===== src/sv/key_debounce_click_hold_repeat_macros.svh =====
// Assertion macros shared by the key debounce block.
// No dependencies; included by the files that carry concurrent assertions.
`ifndef KEY_DEBOUNCE_CLICK_HOLD_REPEAT_MACROS_SVH
`define KEY_DEBOUNCE_CLICK_HOLD_REPEAT_MACROS_SVH

// Same-cycle implication, checked outside of reset.
`define KDCHR_ASSERT_NOW(lbl, clk, rst, ante, cons) \
   lbl: assert property (@(posedge clk) disable iff (rst) (ante) |-> (cons)) \
      else $error("kdchr same-cycle check failed");

// Next-cycle implication, checked outside of reset.
`define KDCHR_ASSERT_NEXT(lbl, clk, rst, ante, cons) \
   lbl: assert property (@(posedge clk) disable iff (rst) (ante) |=> (cons)) \
      else $error("kdchr next-cycle check failed");

`endif


===== src/sv/kdchr_pkg.sv =====
// Package for the key debounce block: widths, phase codes, event kinds and types.
// No dependencies; used by key_debounce_click_hold_repeat.
package kdchr_pkg;

   localparam int unsigned KEY_W   = 4;
   localparam int unsigned TICK_W  = 8;
   localparam int unsigned PHASE_W = 2;
   localparam int unsigned CSR_IDX_W = 2;

   // Highest key code that counts as a press; larger codes read as no key.
   localparam logic [TICK_W-1:0] MAX_KEY = 8'd15;

   // Phase codes.
   localparam logic [PHASE_W-1:0] PH_IDLE      = 2'd0;
   localparam logic [PHASE_W-1:0] PH_DEBOUNCE  = 2'd1;
   localparam logic [PHASE_W-1:0] PH_WAIT_HOLD = 2'd2;
   localparam logic [PHASE_W-1:0] PH_REPEAT    = 2'd3;

   // Event kinds.
   localparam logic EV_CLICK = 1'b0;
   localparam logic EV_HOLD  = 1'b1;

   // Configuration register indexes.
   localparam logic [CSR_IDX_W-1:0] CSR_DEBOUNCE = 2'd0;
   localparam logic [CSR_IDX_W-1:0] CSR_HOLD     = 2'd1;
   localparam logic [CSR_IDX_W-1:0] CSR_REPEAT   = 2'd2;

   localparam logic [KEY_W-1:0] NO_KEY = '0;

   typedef struct packed {
      logic             kind;
      logic [KEY_W-1:0] key;
   } event_type;

endpackage


===== src/sv/key_debounce_click_hold_repeat.sv =====
// Key debounce with click, hold and auto-repeat events (top level).
// Depends on kdchr_pkg and key_debounce_click_hold_repeat_macros.svh.
//
//   Channel   Direction  Word contents
//   req_*     in         tdata[3:0] key_code, tdata[7:4] zero
//   rsp_*     out        tdata[3:0] event_key, tdata[7:4] zero; tuser[0] event_kind
//   csr_*     in         csr_we, csr_index (register), csr_wdata (8-bit value)
//
// One key word is taken per clock cycle while req_tready is high. The phase machine
// and its countdown update in the cycle the word is accepted, and an event lands on
// the same edge in the output register, or in the skid register if that one stays full.
// A skid register behind the output register lets the block keep taking key
// words while one event waits; req_tready drops only when both hold an event.
// Reset is synchronous and active high: phase goes idle, countdown clears,
// the timing registers return to 5, 100 and 20 ticks, and both event slots
// empty. The remembered key has no reset; a press writes it before any read.
`include "key_debounce_click_hold_repeat_macros.svh"

module key_debounce_click_hold_repeat (
   input  logic       clock,
   input  logic       reset,
   // Key input stream.
   input  logic       req_tvalid,
   output logic       req_tready,
   input  logic [7:0] req_tdata,   // [3:0] key_code, [7:4] unused
   // Event output stream.
   output logic       rsp_tvalid,
   input  logic       rsp_tready,
   output logic [7:0] rsp_tdata,   // [3:0] event_key, [7:4] zero
   output logic       rsp_tuser,   // [0] event_kind
   // Configuration write port.
   input  logic       csr_we,
   input  logic [kdchr_pkg::CSR_IDX_W-1:0] csr_index,
   input  logic [kdchr_pkg::TICK_W-1:0]    csr_wdata
);

   // Timing registers.
   logic [kdchr_pkg::TICK_W-1:0] debounce_ff, hold_ff, repeat_ff;

   // Phase machine state.
   logic [kdchr_pkg::PHASE_W-1:0] phase_ff, phase_in;
   logic [kdchr_pkg::TICK_W-1:0]  countdown_ff, countdown_in;
   logic [kdchr_pkg::KEY_W-1:0]   held_key_ff, held_key_in;

   // Output register and skid register.
   logic                 out_valid_ff, out_valid_in;
   kdchr_pkg::event_type out_ev_ff, out_ev_in;
   logic                 skid_valid_ff, skid_valid_in;
   kdchr_pkg::event_type skid_ev_ff, skid_ev_in;

   logic                          req_accept, rsp_take, out_free;
   logic [kdchr_pkg::KEY_W-1:0]   key;
   logic [kdchr_pkg::TICK_W-1:0]  count_dec;
   logic                          push;
   kdchr_pkg::event_type          push_ev;

   assign req_tready = !skid_valid_ff;
   assign req_accept = req_tvalid && req_tready;
   assign rsp_take   = out_valid_ff && rsp_tready;
   assign out_free   = !out_valid_ff || rsp_take;

   // Codes above the highest key are treated as no key at all.
   assign key = ({{(kdchr_pkg::TICK_W - kdchr_pkg::KEY_W){1'b0}},
                  req_tdata[kdchr_pkg::KEY_W-1:0]} > kdchr_pkg::MAX_KEY)
                ? kdchr_pkg::NO_KEY : req_tdata[kdchr_pkg::KEY_W-1:0];

   // On each accepted word the countdown steps first, then the phase logic may reload it.
   assign count_dec = (countdown_ff != '0) ? countdown_ff - 1'b1 : countdown_ff;

   always_comb begin
      phase_in     = phase_ff;
      countdown_in = countdown_ff;
      held_key_in  = held_key_ff;
      push         = 1'b0;
      push_ev.kind = kdchr_pkg::EV_CLICK;
      push_ev.key  = held_key_ff;
      if (req_accept) begin
         countdown_in = count_dec;
         if (key == kdchr_pkg::NO_KEY) begin
            // Release: only a release while waiting for hold is a click.
            if (phase_ff == kdchr_pkg::PH_WAIT_HOLD) begin
               push = 1'b1;
            end
            phase_in = kdchr_pkg::PH_IDLE;
         end else if (phase_ff == kdchr_pkg::PH_IDLE) begin
            phase_in     = kdchr_pkg::PH_DEBOUNCE;
            countdown_in = debounce_ff;
            held_key_in  = key;
         end else if (key != held_key_ff) begin
            // A different key cancels; it counts as a press next word.
            phase_in = kdchr_pkg::PH_IDLE;
         end else if (count_dec == '0) begin
            if (phase_ff == kdchr_pkg::PH_DEBOUNCE) begin
               phase_in     = kdchr_pkg::PH_WAIT_HOLD;
               countdown_in = hold_ff;
            end else begin
               phase_in     = kdchr_pkg::PH_REPEAT;
               countdown_in = repeat_ff;
               push         = 1'b1;
               push_ev.kind = kdchr_pkg::EV_HOLD;
            end
         end
      end
   end

   // Event slots: a new event goes straight to the output register when it
   // frees up this cycle, else it parks in the skid register.
   always_comb begin
      out_valid_in  = out_valid_ff;
      out_ev_in     = out_ev_ff;
      skid_valid_in = skid_valid_ff;
      skid_ev_in    = skid_ev_ff;
      if (push) begin
         if (out_free) begin
            out_valid_in = 1'b1;
            out_ev_in    = push_ev;
         end else begin
            skid_valid_in = 1'b1;
            skid_ev_in    = push_ev;
         end
      end else if (rsp_take) begin
         out_valid_in  = skid_valid_ff;
         out_ev_in     = skid_ev_ff;
         skid_valid_in = 1'b0;
      end
   end

   always_ff @(posedge clock) begin
      if (reset) begin
         debounce_ff   <= 8'd5;
         hold_ff       <= 8'd100;
         repeat_ff     <= 8'd20;
         phase_ff      <= kdchr_pkg::PH_IDLE;
         countdown_ff  <= '0;
         out_valid_ff  <= 1'b0;
         skid_valid_ff <= 1'b0;
      end else begin
         if (csr_we) begin
            case (csr_index)
               kdchr_pkg::CSR_DEBOUNCE: debounce_ff <= csr_wdata;
               kdchr_pkg::CSR_HOLD:     hold_ff     <= csr_wdata;
               kdchr_pkg::CSR_REPEAT:   repeat_ff   <= csr_wdata;
               default: ;
            endcase
         end
         phase_ff      <= phase_in;
         countdown_ff  <= countdown_in;
         out_valid_ff  <= out_valid_in;
         skid_valid_ff <= skid_valid_in;
      end
   end

   always_ff @(posedge clock) begin
      held_key_ff <= held_key_in;
      out_ev_ff   <= out_ev_in;
      skid_ev_ff  <= skid_ev_in;
   end

   assign rsp_tvalid = out_valid_ff;
   assign rsp_tdata  = {{(8 - kdchr_pkg::KEY_W){1'b0}}, out_ev_ff.key};
   assign rsp_tuser  = out_ev_ff.kind;

   // The skid register only fills behind a waiting output event.
   `KDCHR_ASSERT_NOW(a_skid_behind_out, clock, reset, skid_valid_ff, out_valid_ff)

   // Hold events come only from the wait-for-hold or auto-repeat phases.
   `KDCHR_ASSERT_NOW(a_hold_from_timed_phase, clock, reset, push && (push_ev.kind == kdchr_pkg::EV_HOLD), (phase_ff == kdchr_pkg::PH_WAIT_HOLD) || (phase_ff == kdchr_pkg::PH_REPEAT))

   // A released key always leaves the machine idle.
   `KDCHR_ASSERT_NEXT(a_release_idles, clock, reset, req_accept && (key == kdchr_pkg::NO_KEY), phase_ff == kdchr_pkg::PH_IDLE)

   // A press from idle starts debounce with the remembered key.
   `KDCHR_ASSERT_NEXT(a_press_debounces, clock, reset, req_accept && (key != kdchr_pkg::NO_KEY) && (phase_ff == kdchr_pkg::PH_IDLE), (phase_ff == kdchr_pkg::PH_DEBOUNCE) && (held_key_ff == $past(key)))

endmodule


===== config.mk =====
export PLATFORM = sky130hd
export DESIGN_NAME = key_debounce_click_hold_repeat
export DESIGN_NICKNAME = d
export VERILOG_FILES = /design/src/sv/kdchr_pkg.sv /design/src/sv/key_debounce_click_hold_repeat.sv
export VERILOG_INCLUDE_DIRS = /design/src /design/src/sv
export SDC_FILE = /design/constraint.sdc
export NUM_CORES = 1
export LEC_CHECK = 0
export ABC_AREA = 1
export BUFFER_PORTS_ARGS = -buffer_cell sky130_fd_sc_hd__buf_2
export CAP_MARGIN = 10
export CORE_MARGIN = 2
export CORE_UTILIZATION = 35
export DETAILED_ROUTE_END_ITERATION = 16
export PLACE_DENSITY_LB_ADDON = 0.1
export SLEW_MARGIN = 25
export SYNTH_ARGS = -nofsm -noshare
export SYNTH_HDL_FRONTEND = slang
export SYNTH_SLANG_ARGS = --single-unit

===== constraint.sdc =====
create_clock -name clock -period 2.48 [get_ports clock]
set_input_delay 0.372 -clock clock [delete_from_list [all_inputs] [get_ports clock]]
set_output_delay 0.372 -clock clock [all_outputs]
set_load 0.02 [all_outputs]

==> impl_metrics.json, run 1 <==
{
  "die_h_um": 91.2,
  "clk_pin_slew_ns": 0.11,
  "clock-sinks": 50,
  "rsz0062_at_grt": "no",
  "grt-ovfl-total": 0,
  "postSynthAreaPerCell_um2": 7.41,
  "route.detailed.drc": 0,
  "synth_top_area_share": 0.271,
  "htree_num_levels": 2,
  "syn-cell-area_mm2": 0.00266,
  "r2r_cells": 12,
  "antenna_left": 0,
  "synth.area.mux_share": 0,
  "drive_above_1_share": 0.204,
  "dpl.hpwl_um": 4410,
  "yosysSeqAreaShare": 0.429,
  "max-clock-path-buffers": 2,
  "synth_top_family_by_area": "simple AND/OR/NAND/NOR gates",
  "critPathMaxFanout": 8,
  "drv_cap": 0,
  "topRoutingLayerUsed": "met4",
  "grt_pass1_wl_um": 10100,
  "cts_tree": "done",
  "min_from": "req_tdata[0]",
  "cts_root_buf": "clkbuf_8",
  "drv_slew": 0,
  "synth-compound-area-share": 0.120,
  "antenna_found_initial": 0,
  "ios": 34,
  "yosysTopAreaCell": "dfxtp_1",
  "ir_drop_uv": 226,
  "end_kind": "flip-flop",
  "rows": 31,
  "grt_max_degree": 27,
  "synthCells": 359,
  "holdCritPathClass": "primary input to flip-flop",
  "numCtsBuffers": 5,
  "worstPathArrival_ns": 2.32,
  "cp_data_required_time_ns": 2.52,
  "wl_met2_um": 2530,
  "whs_endpoint": "held_key_ff[0]",
  "dieArea_mm2": 0.00831,
  "path_class": "flip-flop to flip-flop",
  "via_per_inst": 4.58,
  "place_congestion": 0.809,
  "routed_wl_um": 5810,
  "wl_met3_um": 261,
  "hold_viol": 0,
  "synth_seq_cells": 50,
  "fin_crit_sh": 0.919,
  "tns_ns": 0,
  "synth_cell_type_count": 33,
  "drtIter0Drc": 63,
  "die-width_um": 91.2,
  "postCtsSetupBuffers": 0,
  "first_global_vias": 2107,
  "setup_violations": 0,
  "area_growth_pct": 14.4,
  "synth_xor_area_frac": 0.0132,
  "start_util": 0.365,
  "ctsHoldBuffers": 0,
  "synth_area_leaders": "dfxtp_1 (27%), edfxtp_1 (16%), nand2_1 (14%), nor2_1 (6.9%), nand3_1 (5.1%)",
  "r2r_start": "countdown_ff[0]",
  "relSlewSlack": 0.527,
  "grt_use_total": 0.148,
  "post_drt_wl_per_cell_um": 11.8,
  "port-buffer-count": 25,
  "coreArea_mm2": 0.00729,
  "status": "complete, no violations",
  "cts-resized-gates": 0,
  "period_needed_ns": 2.28,
  "antenna_cells": 0,
  "power_density_mw_per_mm2": 652,
  "power.total_w": 0.00198,
  "p_leak_nw": 1.36,
  "worst_pin_slew_ns": 0.709,
  "final.setup_skew_ns": 0.0151,
  "synth_fa_ha_area_frac": 0.00941,
  "holdPathStages": 1,
  "rr_endpoint": "rsp_tdata[1]",
  "synth-simple-area-share": 0.355,
  "wl_met1_um": 2930,
  "max_freq_ghz": 0.439,
  "synth_edf_count": 14,
  "vias": 2250,
  "finalNetCount": 416,
  "async_flop_share": 0,
  "drtPass1Iterations": 5,
  "synthFlopType": "dfxtp_1",
  "worst_setup_path_start_kind": "flip-flop",
  "clock_latency_ns": 0.32,
  "yosysWarnings": 0,
  "r2r_slack_ns": 0.20
}
-- metal layers --
layer,up-vias,track usage
met5,-,0
met3,8,0.0357
li1,1216,-
met2,43,0.237
met4,0,0.0467
met1,983,0.196
-- registers in the layout (all words and copies together), names as in the netlist --
signal / flops
countdown_ff: 8
rsp_tdata: 4
rsp_tvalid: 1
held_key_ff: 4
skid_ev_ff: 5
rsp_tuser: 1
hold_ff: 8
skid_valid_ff: 1
phase_ff: 2
debounce_ff: 8
repeat_ff: 8
-- cells by family (layout without fill, tap and decap cells) --
family	count (synthesis)	count (layout)
buf+inv	44	74
flops	50	50
simple gates	203	203
other cells	1	4
compound gates	55	55
fa+ha+maj	2	2
xor+xnor	4	4
-- per-stage QoR --
stage                     hold WS [ns]  std cells  setup WS (ns)   util  area (um2)
after global routing             0.264        491         0.0466  0.417        3040
after global placement           0.437        483          0.236  0.401        2920
after detailed placement         0.440        483          0.231  0.401        2920
final                            0.268        491          0.200  0.417        3040
after floorplan                  0.421        362          0.264      -        2670
after CTS                        0.261        491          0.203  0.417        3040
-- critical path, stage by stage, from the launching register on --
cell	delay (ns)
dfxtp_1	0.35
inv_1	0.15
ha_1	0.17
nor3b_4	0.25
nand2_4	0.12
nand3_1	0.14
nand2_2	0.11
nor2_8	0.14
nand3_4	0.10
nand2_4	0.14
inv_4	0.06
o21ai_1	0.11
buf_4	0.15
-- how the worst max path moves through the flow --
| stage | from | endpoint | cells past startpoint |
|---|---|---|---|
| after floorplan | countdown_ff[0] | rsp_tdata[0] | 11 |
| after global placement | countdown_ff[0] | skid_ev_ff[0] | 12 |
| after detailed placement | countdown_ff[0] | rsp_tdata[0] | 12 |
| after CTS | countdown_ff[0] | skid_ev_ff[4] | 12 |
| after global routing | countdown_ff[0] | skid_ev_ff[4] | 12 |
| final | countdown_ff[0] | rsp_tdata[1] | 12 |
-- final cells by class --
cell class	instances	area (um2)
inverters	31	119
repair buffers	35	200
clock inverters	3	48.8
clock buffers	5	68.8
fillers	817	4250
multi-input cells	268	1340
flip-flops and latches	50	1140
well taps	99	124
-- cell usage in the layout, fill, tap and decap left out, drive strengths merged --
| cell type | netlist | layout |
|---|---|---|
| nand2 | 112 | 112 |
| nor2 | 52 | 52 |
| dfxtp | 36 | 36 |
| buf | 7 | 35 |
| inv | 31 | 32 |
| nand3 | 29 | 29 |
| a21oi | 29 | 29 |
| o21ai | 23 | 23 |
| edfxtp | 14 | 14 |
| clkbuf | 6 | 5 |
| xnor2 | 4 | 4 |
| conb | 1 | 4 |
| nor3 | 4 | 4 |
| a31oi | 3 | 3 |
| nand4 | 2 | 2 |
| ha | 2 | 2 |
| or2 | 2 | 2 |
| nor4 | 1 | 1 |
| nor3b | 1 | 1 |
| clkinvlp | 0 | 1 |
| bufinv | 0 | 1 |
-- power by group --
part	total (W)	switching, W	leakage [nW]	internal, W
Sequential	0.000909	0.0000313	0.428	0.000877
Clock	0.000606	0.000299	0.0563	0.000308
Combinational	0.000467	0.000303	0.878	0.000164
Total	0.00198	0.000633	1.36	0.00135
-- Yosys cell counts (5+ instances only) --
cell and number:
nand2_1 102, nor2_1 49, dfxtp_1 36, nand3_1 27
inv_1 24, o21ai_0 20, a21oi_1 19, edfxtp_1 14
a21oi_2 10, clkbuf_1 6, inv_2 6, nand2_2 6
buf_4 5
Power figures use the tool's default switching activity.
==> run 2, diff against run 1 <==
--- a/config.mk
+++ b/config.mk
@@ -13,6 +13,7 @@
 export CORE_UTILIZATION = 35
 export DETAILED_ROUTE_END_ITERATION = 16
 export PLACE_DENSITY_LB_ADDON = 0.1
+export RECOVER_POWER = 100
 export SLEW_MARGIN = 25
 export SYNTH_ARGS = -nofsm -noshare
 export SYNTH_HDL_FRONTEND = slang
==> impl_metrics.json, run 2 (same netlist as run 1, synthesis figures left out) <==
{
  "fin_crit_sh": 0.920,
  "holdWs_ns": 0.310,
  "path_class": "flip-flop to flip-flop",
  "period_needed_ns": 2.28,
  "dieArea_mm2": 0.00831,
  "area_growth_pct": 13.1,
  "cts_root_buf": "clkbuf_8",
  "clock-sinks": 50,
  "via_per_inst": 4.58,
  "max-clock-path-buffers": 2,
  "setup_violations": 0,
  "max_freq_ghz": 0.438,
  "grt-ovfl-total": 0,
  "coreArea_mm2": 0.00729,
  "antenna_cells": 0,
  "p_clk_frac": 0.306,
  "p_leak_nw": 1.33,
  "end_kind": "flip-flop",
  "drv_cap": 0,
  "critPathMaxFanout": 8,
  "p_switching_w": 0.000629,
  "worst_setup_path_start_kind": "flip-flop",
  "post_drt_wl_per_cell_um": 11.9,
  "htree_num_levels": 2,
  "fin_util": 0.412,
  "status": "complete, no violations",
  "relSlewSlack": 0.528,
  "numCtsBuffers": 5,
  "antenna_found_initial": 0,
  "tns_ns": 0,
  "ios": 34,
  "start_util": 0.365,
  "final.setup_skew_ns": 0.0159,
  "route.detailed.drc": 0,
  "drive_above_1_share": 0.161,
  "first_global_vias": 2107,
  "seq_power_share": 0.460,
  "rsz0062_at_grt": "no",
  "hold_viol": 0,
  "layout_commonest_cell": "nand2_1",
  "finalNetCount": 416,
  "vias": 2247,
  "ir_drop_uv": 225,
  "drtIter0Drc": 66,
  "p_int_w": 0.00135,
  "worst_pin_slew_ns": 0.708,
  "drtPass1Iterations": 4,
  "final_cell_mix": "nand2_1 (102), nor2_1 (49), dfxtp_1 (36), nand3_1 (27)",
  "r2r_slack_ns": 0.20,
  "dpl.hpwl_um": 4410,
  "grt_max_degree": 27,
  "clk_pin_slew_ns": 0.11,
  "holdCritPathClass": "primary input to flip-flop",
  "cts_tree": "done",
  "ctsHoldBuffers": 0,
  "rows": 31,
  "cp_data_required_time_ns": 2.52,
  "grt_use_total": 0.148,
  "cts-resized-gates": 0,
  "port-buffer-count": 25,
  "postCtsSetupBuffers": 0,
  "power_density_mw_per_mm2": 657,
  "antenna_left": 0,
  "instances_no_fill": 491,
  "routed_wl_um": 5830,
  "die-width_um": 91.2,
  "place_congestion": 0.809,
  "grt_pass1_wl_um": 10100,
  "comb_power_share": 0.234,
  "switching_share": 0.319,
  "die_h_um": 91.2,
  "drv_slew": 0,
  "clock_latency_ns": 0.32,
  "fillers": 823,
  "place_inst": 483,
  "worstPathArrival_ns": 2.32
}
-- run 2: critical path, stage by stage (launching register included) --
cell     delay [ns]
dfxtp_1        0.35
inv_1          0.15
ha_1           0.17
nor3b_4        0.25
nand2_4        0.12
nand3_1        0.14
nand2_2        0.11
nor2_8         0.14
nand3_4        0.10
nand2_4        0.14
inv_4          0.06
o21ai_1        0.11
buf_4          0.15
-- run 2: path summary, 6_finish.rpt --
path                                      start        endpoint  depth (start not counted)
worst max-delay path            countdown_ff[0]    rsp_tdata[1]                         12
worst min-delay path               csr_wdata[5]      hold_ff[5]                          3
worst max register to register  countdown_ff[0]    rsp_tdata[1]                         12
worst min register to register   debounce_ff[2]  debounce_ff[2]                          2
-- run 2: layout make-up --
cell class                 count  area (um2)  share of cell area
tap                           99         124              0.0412
timing repair buffer          35         185              0.0616
inverter                      31         119              0.0395
multi-input combinational    268        1320               0.439
sequential                    50        1140               0.379
clock inverter                 3        48.8              0.0162
clock buffer                   5        68.8              0.0229
-- run 2: per-stage QoR --
step | cell area (um2) | setup slack, ns | total power [W]
2_1_floorplan | 2670 | 0.264 | 0.00129
3_3_place_gp | 2920 | 0.236 | 0.00140
3_5_place_dp | 2920 | 0.231 | 0.00140
4_1_cts | 3040 | 0.203 | 0.00201
5_1_grt | 3010 | 0.0419 | 0.00210
6_report | 3010 | 0.199 | 0.00198
-- run 2: power groups by stage --
stage          clock network [W]  registers (W)  logic [W]
6_report                0.000605       0.000909   0.000461
5_1_grt                 0.000659       0.000915   0.000524
4_1_cts                 0.000624       0.000909   0.000473
3_5_place_dp                   0       0.000928   0.000470
3_3_place_gp                   0       0.000928   0.000469
2_1_floorplan                  0       0.000919   0.000368
-- run 2: routing by layer --
metal / up-vias / wire [um] / GRT usage
li1: 1218 / - / -
met1: 981 / 2970 / 0.196
met2: 40 / 2510 / 0.237
met3: 8 / 258 / 0.0357
met4: 0 / 85 / 0.0467
met5: - / 0 / 0
